[src/hw/rtl/apu_ram.sv]
// Generic single-write, single-read RAM with registered read data.
`default_nettype none
module apu_ram #(
    parameter int WIDTH = 8,
    parameter int DEPTH = 16
) (
    input  wire logic                                        clk,
    input  wire logic                                        we,
    input  wire logic [((DEPTH > 1) ? $clog2(DEPTH) : 1)-1:0] waddr,
    input  wire logic [WIDTH-1:0]                            wdata,
    input  wire logic                                        re,
    input  wire logic [((DEPTH > 1) ? $clog2(DEPTH) : 1)-1:0] raddr,
    output logic      [WIDTH-1:0]                            rdata
);
    logic [WIDTH-1:0] mem_reg [DEPTH];

    always_ff @(posedge clk)
    begin
        if (we)
        begin
            mem_reg[waddr] <= wdata;
        end
        if (re)
        begin
            rdata <= mem_reg[raddr];
        end
    end
endmodule
`default_nettype wire

[config.mk]
export PLATFORM = sky130hd
export DESIGN_NAME = apu_ram
export DESIGN_NICKNAME = d
export VERILOG_FILES = /design/src/hw/rtl/apu_ram.sv
export SDC_FILE = /design/constraint.sdc
export NUM_CORES = 1
export LEC_CHECK = 0
export ABC_AREA = 1
export ABC_CLOCK_PERIOD_IN_PS = 1200
export BUFFER_PORTS_ARGS = -buffer_cell sky130_fd_sc_hd__buf_2
export CAP_MARGIN = 20
export CORE_ASPECT_RATIO = 1.75
export CORE_UTILIZATION = 50
export CTS_CLUSTER_SIZE = 28
export DETAILED_ROUTE_END_ITERATION = 10
export GPL_TIMING_DRIVEN = 0
export PLACE_DENSITY = 0.67
export RECOVER_POWER = 50
export SKIP_CTS_REPAIR_TIMING = 1
export SYNTH_ARGS = -nofsm -noshare
export SYNTH_HDL_FRONTEND = slang
export SYNTH_SLANG_ARGS = --single-unit
[constraint.sdc]
create_clock -name clk -period 1.2 [get_ports clk]
set_input_delay 0.12 -clock clk [delete_from_list [all_inputs] [get_ports clk]]
set_output_delay 0.12 -clock clk [all_outputs]
set_load 0.02 [all_outputs]
* After elaboration in Yosys (flattened, before gate mapping)
Memory sizes are Yosys's and may differ from the RTL's. A register that Yosys moved wholly into a read port is not among the register bits. Cells that the tools add are included.
Operators by class: multiplexer cells 2
Operators by type and width (count):
- $mux W1 | 2
Word-level totals: RAM bits 128, memories kept 1, output and inout port bits 8, word-level logic and storage cells 3, input bits 19, flip-flop bits (word level) 0
Memories:
- mem_reg | depth 16, bits a word 8, rd ports 1, clocked after Yosys merged registers in 1, write ports 1, RTL line 15 | logic [WIDTH-1:0] mem_reg [DEPTH];

* Depth between registers and ports, before layout
Gate-level depths: netlist (run 1).
depth after elaboration 2, mapped depth 8, depth with buffers taken out 7

* Worst setup path before layout (run 1)
No wires, ideal clock.
kind input port to flip-flop, start input waddr[2] (netlist bit), end memory mem_reg[10][0], enable pin, stages on the path 2, setup time 0.370 ns, buffers on the path 0, path slack 0.129 ns, data required time 0.830 ns, arrival 0.701 ns, path through nand3b_1 -> nor2_1
RTL lines:
- from (decl) | RTL line 9 | input wire logic [((DEPTH > 1) ? $clog2(DEPTH) : 1)-1:0] waddr,
- to (decl) | RTL line 15
Straight into the memory's write port.

* Worst setup path after layout (run 1)
start input waddr[2] (netlist bit), end memory mem_reg[11][4], enable pin
Straight into the memory's write port.

==> impl_metrics.json, run 1 <==
{
  "cpMaxStageDelayCell": "sky130_fd_sc_hd__nor2_1",
  "ir_worst_vdd_uv": 1700,
  "clock-skew-final_ns": 0.00520,
  "io_pins": 27,
  "synth_cells": 551,
  "startpoint_type": "input port",
  "area_growth_pct": 14.9,
  "hold_class": "in2reg",
  "design.core.area_sq_mm": 0.0112,
  "achievable-frequency_ghz": 0.857,
  "route.vias.total": 3923,
  "gp_congestion": 1.00,
  "period_minus_slack_ns": 1.17,
  "global_route.overflow_total": 0,
  "setup_viol_count_final": 0,
  "clock_insertion_delay_worst_skew_ns": 0.41,
  "synth.cell_area_sq_mm": 0.00585,
  "postLayoutSetupSlackWorst_ns": 0.0327,
  "layout-drive-gt1-share": 0.131,
  "final.period_utilization": 0.973,
  "critPathKind": "in2reg",
  "wire_length_reported_by_the_detailed_router_mm": 13.8,
  "whs_path_depth": 1,
  "number_of_filler_instances_in_the_final_layout": 894,
  "drtPass1Iterations": 7,
  "ctsLongestPathBuffers": 2,
  "post-place-ws_ns": -0.404,
  "final_antenna_net_count": 0,
  "p_leak_nw": 2.89,
  "antenna_cells_inserted": 0,
  "final_core_util": 0.598,
  "netlist.area_leader.share": 0.698,
  "ff2ff_setup_slack_ns": 0.05,
  "initial_core_util": 0.521,
  "rsz0062_at_grt": "yes",
  "critPathMaxStageDelay_ns": 0.68,
  "dpl_hpwl_mm": 9.51,
  "finalHoldViolations": 0,
  "crit_arrival_ns": 1.20,
  "crit_chain": "buf_2 -> nand3b_1 -> nor2_1",
  "finish.net_count": 612,
  "outcome": "completed",
  "post_synthesis_net_count": 570,
  "max_slew.worst_pin.slew_ns": 0.932,
  "grt_start_max_net_pins": 17,
  "route.detailed.vias_per_inst": 5.32,
  "cpLargestDelayFamily": "simple AND/OR/NAND/NOR gates",
  "timing.final.max_slew_violations": 0,
  "overall_die_area_sq_mm": 0.0121,
  "post_synth_num_cell_types": 11,
  "cts_num_sinks": 136,
  "worst_r2r_endpoint": "rdata[5]",
  "cell_type_contributing_the_most_total_cell_area_after_synthesis": "sky130_fd_sc_hd__edfxtp_1",
  "cts.root.buffer_cell": "sky130_fd_sc_hd__clkbuf_16",
  "whs_endpoint": "rdata[7]",
  "worstPathRequired_ns": 1.24,
  "route.detailed.drc": 0,
  "timing.rr.start": "mem_reg[1][5]",
  "yosysSeqAreaShare": 0.698,
  "finalSetupTns_ns": 0,
  "max_cap_violations": 0,
  "wl_per_cell_microns": 18.8,
  "tritoncts": "yes",
  "cts-htree-levels": 4,
  "grt_first_pass_wirelength_mm": 21.4,
  "largest_register_ff_count": 128,
  "chipHeight_microns": 145,
  "cts.reportedPaths.clkPinSlew_ns": 0.06,
  "critical_path.endpoint_type": "register",
  "relSlewSlack": 0.379,
  "io_buffers": 23,
  "critical_path_peak_fanout": 8,
  "cp.depth": 3,
  "grt.total_usage": 0.245,
  "worst_r2r_path_depth": 6,
  "critPathBufInv": 1,
  "detailedRoute.firstIterationViolations": 301,
  "number_of_buffers_added_by_the_clock_tree_synthesis_step": 17,
  "yosys_register_bits": 136,
  "die_width_microns": 83.7,
  "hp-start": "re",
  "antenna_found_initial": 0,
  "synth_top_cells_by_area": "sky130_fd_sc_hd__edfxtp_1 70%, sky130_fd_sc_hd__nand2_1 11%, sky130_fd_sc_hd__nand3_1 8.3%",
  "synth.yosys.warnings": 0,
  "grt_pass1_vias": 4048,
  "num_rows": 51,
  "p_per_area_mw_per_mm2": 1630,
  "average_cell_area_after_synthesis_sq_um": 10.6
}
-- worst reg2reg max path, cell delays in order (launching register included) --
cell and delay (ns):
sky130_fd_sc_hd__edfxtp_1 0.36, sky130_fd_sc_hd__inv_1 0.06, sky130_fd_sc_hd__nand2_1 0.05, sky130_fd_sc_hd__nand3_1 0.11
sky130_fd_sc_hd__nand3_2 0.13, sky130_fd_sc_hd__nand3_2 0.10, sky130_fd_sc_hd__nand2_1 0.08
-- metrics by stage --
stage,std cells,area [sq um],hold slack [ns],power [W]
4_1_cts,737,6670,0.0343,0.0110
2_1_floorplan,551,5850,0.219,0.00588
6_report,737,6720,0.116,0.0109
5_1_grt,737,6720,0.122,0.0113
3_5_place_dp,706,6130,0.463,0.00618
3_3_place_gp,706,6130,0.450,0.00616
-- layout make-up --
class	instances	area, sq um	area share
Tap cell	132	165	0.0246
Multi-Input combinational cell	289	1270	0.189
Buffer	24	166	0.0248
Clock buffer	21	440	0.0655
Sequential cell	136	4080	0.608
Clock inverter	10	105	0.0156
Inverter	102	383	0.0570
Timing Repair Buffer	23	104	0.0155
-- Yosys cell counts, drive strengths merged --
master,n
inv,102
edfxtp,136
nand3b,2
nand3,97
nor2,17
buf,24
nand2,173
-- layout by cell type, fill, tap and decap left out, drive strengths merged --
| cell | instances |
|---|---|
| inv | 102 |
| bufinv | 2 |
| buf | 38 |
| edfxtp | 136 |
| clkinv | 6 |
| nand3b | 2 |
| nand3 | 97 |
| clkbuf | 30 |
| clkinvlp | 2 |
| nor2 | 17 |
| nand2 | 173 |
-- worst max-delay path by stage --
stage / end / slack, ns / from
finish: mem_reg[11][4] / 0.03 / waddr[2]
global route: mem_reg[11][4] / -0.002 / waddr[2]
CTS: rdata[5] / 0.002 / mem_reg[1][5]
detailed placement: mem_reg[9][3] / -0.40 / waddr[2]
global placement: mem_reg[9][3] / -0.36 / waddr[2]
floorplan: mem_reg[10][0] / 0.13 / waddr[2]
-- cell families (layout without fill, tap and decap cells) --
group                  Yosys count  in the layout  synth area share
buffers and inverters          126            180            0.0939
flip-flops                     136            136             0.698
AND/OR/NAND/NOR                289            289             0.208
-- where the power goes --
part / total [W] / internal (W) / leakage, nW / switching, W
Combinational: 0.000726 / 0.000201 / 1.39 / 0.000525
Clock: 0.00483 / 0.00302 / 0.266 / 0.00181
Sequential: 0.00538 / 0.00536 / 1.24 / 0.0000249
Total: 0.0109 / 0.00857 / 2.89 / 0.00237
-- routing by layer --
metal | track usage | part of all wire
met5 | 0 | 0
met4 | 0.161 | 0.043
met3 | 0.0415 | 0.055
met2 | 0.425 | 0.54
met1 | 0.272 | 0.36
(Power assumes the default switching activity.)
==> run 2, diff against run 1 <==
--- a/config.mk
+++ b/config.mk
@@ -16,6 +16,7 @@
 export GPL_TIMING_DRIVEN = 0
 export PLACE_DENSITY = 0.67
 export RECOVER_POWER = 50
+export SETUP_SLACK_MARGIN = 0.5
 export SKIP_CTS_REPAIR_TIMING = 1
 export SYNTH_ARGS = -nofsm -noshare
 export SYNTH_HDL_FRONTEND = slang
==> run 2 against run 1 <==
Against the previous run: clock skew increased by 0.0051 ns; largest power group is now the clock network; total power increased by 8.2%; first-iteration DRC count decreased by 13%; critical path type is now reg2reg; wire length increased by 7.8%; setup slack improved by 0.061 ns; non-clock buffer count increased by 11; global-route usage increased by 0.78 points.
==> impl_metrics.json, run 2 (synthesis gave the netlist of run 1 again) <==
{
  "ir_worst_vdd_uv": 1110,
  "multiInputGateArea_sq_mm": 0.00158,
  "area_growth_pct": 25.5,
  "critPathKind": "reg2reg",
  "number_of_buffers_added_by_the_clock_tree_synthesis_step": 17,
  "clock-skew-final_ns": 0.0103,
  "num_rows": 51,
  "antenna_cells_inserted": 0,
  "placement.cell_area_sq_mm": 0.00631,
  "rsz0062_at_grt": "yes",
  "finish.net_count": 623,
  "cts_num_sinks": 136,
  "grt.total_usage": 0.253,
  "route.detailed.vias_per_inst": 5.36,
  "layout_common_cells": "163 x sky130_fd_sc_hd__nand2_1, 136 x sky130_fd_sc_hd__edfxtp_1, 97 x sky130_fd_sc_hd__inv_1",
  "drtPass1Iterations": 4,
  "final.period_utilization": 0.922,
  "route.vias.total": 4008,
  "worst_r2r_endpoint": "rdata[7]",
  "mostFrequentLayoutCell": "sky130_fd_sc_hd__nand2_1",
  "design.core.area_sq_mm": 0.0112,
  "initial_core_util": 0.521,
  "timing.rr.start": "mem_reg[1][7]",
  "wl_per_cell_microns": 19.9,
  "cts-htree-levels": 4,
  "grt_first_pass_wirelength_mm": 22.1,
  "finalHoldViolations": 0,
  "gp_congestion": 0.877,
  "critical_path.endpoint_type": "register",
  "crit_end": "rdata[7]",
  "overall_die_area_sq_mm": 0.0121,
  "timing.final.max_slew_violations": 0,
  "die_width_microns": 83.7,
  "worst_r2r_path_depth": 6,
  "route.detailed.drc": 0,
  "p_per_area_mw_per_mm2": 1610,
  "number_of_filler_instances_in_the_final_layout": 856,
  "grt_pass1_vias": 3825,
  "critical_path_peak_fanout": 1,
  "grt_start_max_net_pins": 17,
  "crit_arrival_ns": 1.28,
  "ctsLongestPathBuffers": 2,
  "finalNonFillerCells": 748,
  "finalInstanceArea_sq_mm": 0.00734,
  "startpoint_type": "register",
  "max_slew.worst_pin.slew_ns": 0.933,
  "achievable-frequency_ghz": 0.904,
  "cts.root.buffer_cell": "sky130_fd_sc_hd__clkbuf_16",
  "global_route.overflow_total": 0,
  "outcome": "completed",
  "largest_register_ff_count": 128,
  "worstPathRequired_ns": 1.37,
  "dpl_hpwl_mm": 9.86,
  "antenna_found_initial": 0,
  "ff2ff_setup_slack_ns": 0.09,
  "hold_class": "in2reg",
  "io_pins": 27,
  "dp_cells": 706,
  "period_minus_slack_ns": 1.11,
  "cp-startpoint": "mem_reg[1][7]",
  "max_cap_violations": 0,
  "final_antenna_net_count": 0,
  "cts.reportedPaths.clkPinSlew_ns": 0.06,
  "layout-drive-gt1-share": 0.234,
  "tritoncts": "yes",
  "area_used_by_sequential_logic_in_the_layout_sq_mm": 0.00408,
  "wire_length_reported_by_the_detailed_router_mm": 14.9,
  "chipHeight_microns": 145,
  "relSlewSlack": 0.378,
  "detailedRoute.firstIterationViolations": 262,
  "setup_viol_count_final": 0,
  "io_buffers": 23,
  "clock_insertion_delay_worst_skew_ns": 0.42,
  "postLayoutSetupSlackWorst_ns": 0.0932,
  "post-place-ws_ns": -0.267,
  "p_leak_nw": 3.10
}
run 2: cell types whose count changed in the layout (fill, tap and decap cells not counted), sizes merged:
cell and change:
buf +9, clkinv +2, clkinvlp -1, bufinv +3, clkbuf -2
run 2: worst min-delay path by stage:
stage / startpoint / to / slack [ns] / depth (start not counted)
2_1_floorplan: wdata[0] / mem_reg[0][0] / 0.22 / 0
3_3_place_gp: re / rdata[5] / 0.46 / 1
3_5_place_dp: re / rdata[5] / 0.47 / 1
4_1_cts: re / rdata[3] / 0.04 / 1
5_1_grt: re / rdata[3] / 0.14 / 1
6_report: re / rdata[3] / 0.13 / 1
run 2: final cells by class:
class / instances / share of cell area
Sequential cell: 136 / 0.556
Multi-Input combinational cell: 289 / 0.215
Clock buffer: 17 / 0.0580
Inverter: 102 / 0.0528
Timing Repair Buffer: 34 / 0.0382
Buffer: 24 / 0.0292
Clock inverter: 14 / 0.0281
Tap cell: 132 / 0.0225
run 2: per-stage QoR:
stage	total power (W)	hold slack, ns	TNS (ns)	util
finish	0.0118	0.129	0	0.654
global route	0.0121	0.143	0	0.654
CTS	0.0117	0.0410	0	0.618
detailed placement	0.00625	0.473	-15.72	0.562
global placement	0.00624	0.463	-13.54	0.562
floorplan	0.00593	0.219	0	-
run 2: layer usage:
metal,global-route usage,routed length [microns],up-vias
met1,0.286,5480,1917
met4,0.151,716,0
li1,-,-,1892
met5,0,0,-
met3,0.0381,675,35
met2,0.444,8040,164
run 2: report_power, final:
part	total, W	switching, W	internal, W
Sequential	0.00538	0.0000281	0.00536
Clock	0.00556	0.00191	0.00365
Combinational	0.000892	0.000607	0.000286
run 2: critical path, stage by stage (launching register included):
cell                       delay [ns]
sky130_fd_sc_hd__edfxtp_1        0.37
sky130_fd_sc_hd__inv_1           0.07
sky130_fd_sc_hd__nand2_1         0.05
sky130_fd_sc_hd__nand3_1         0.10
sky130_fd_sc_hd__nand3_2         0.11
sky130_fd_sc_hd__nand3_1         0.10
sky130_fd_sc_hd__nand2_2         0.06
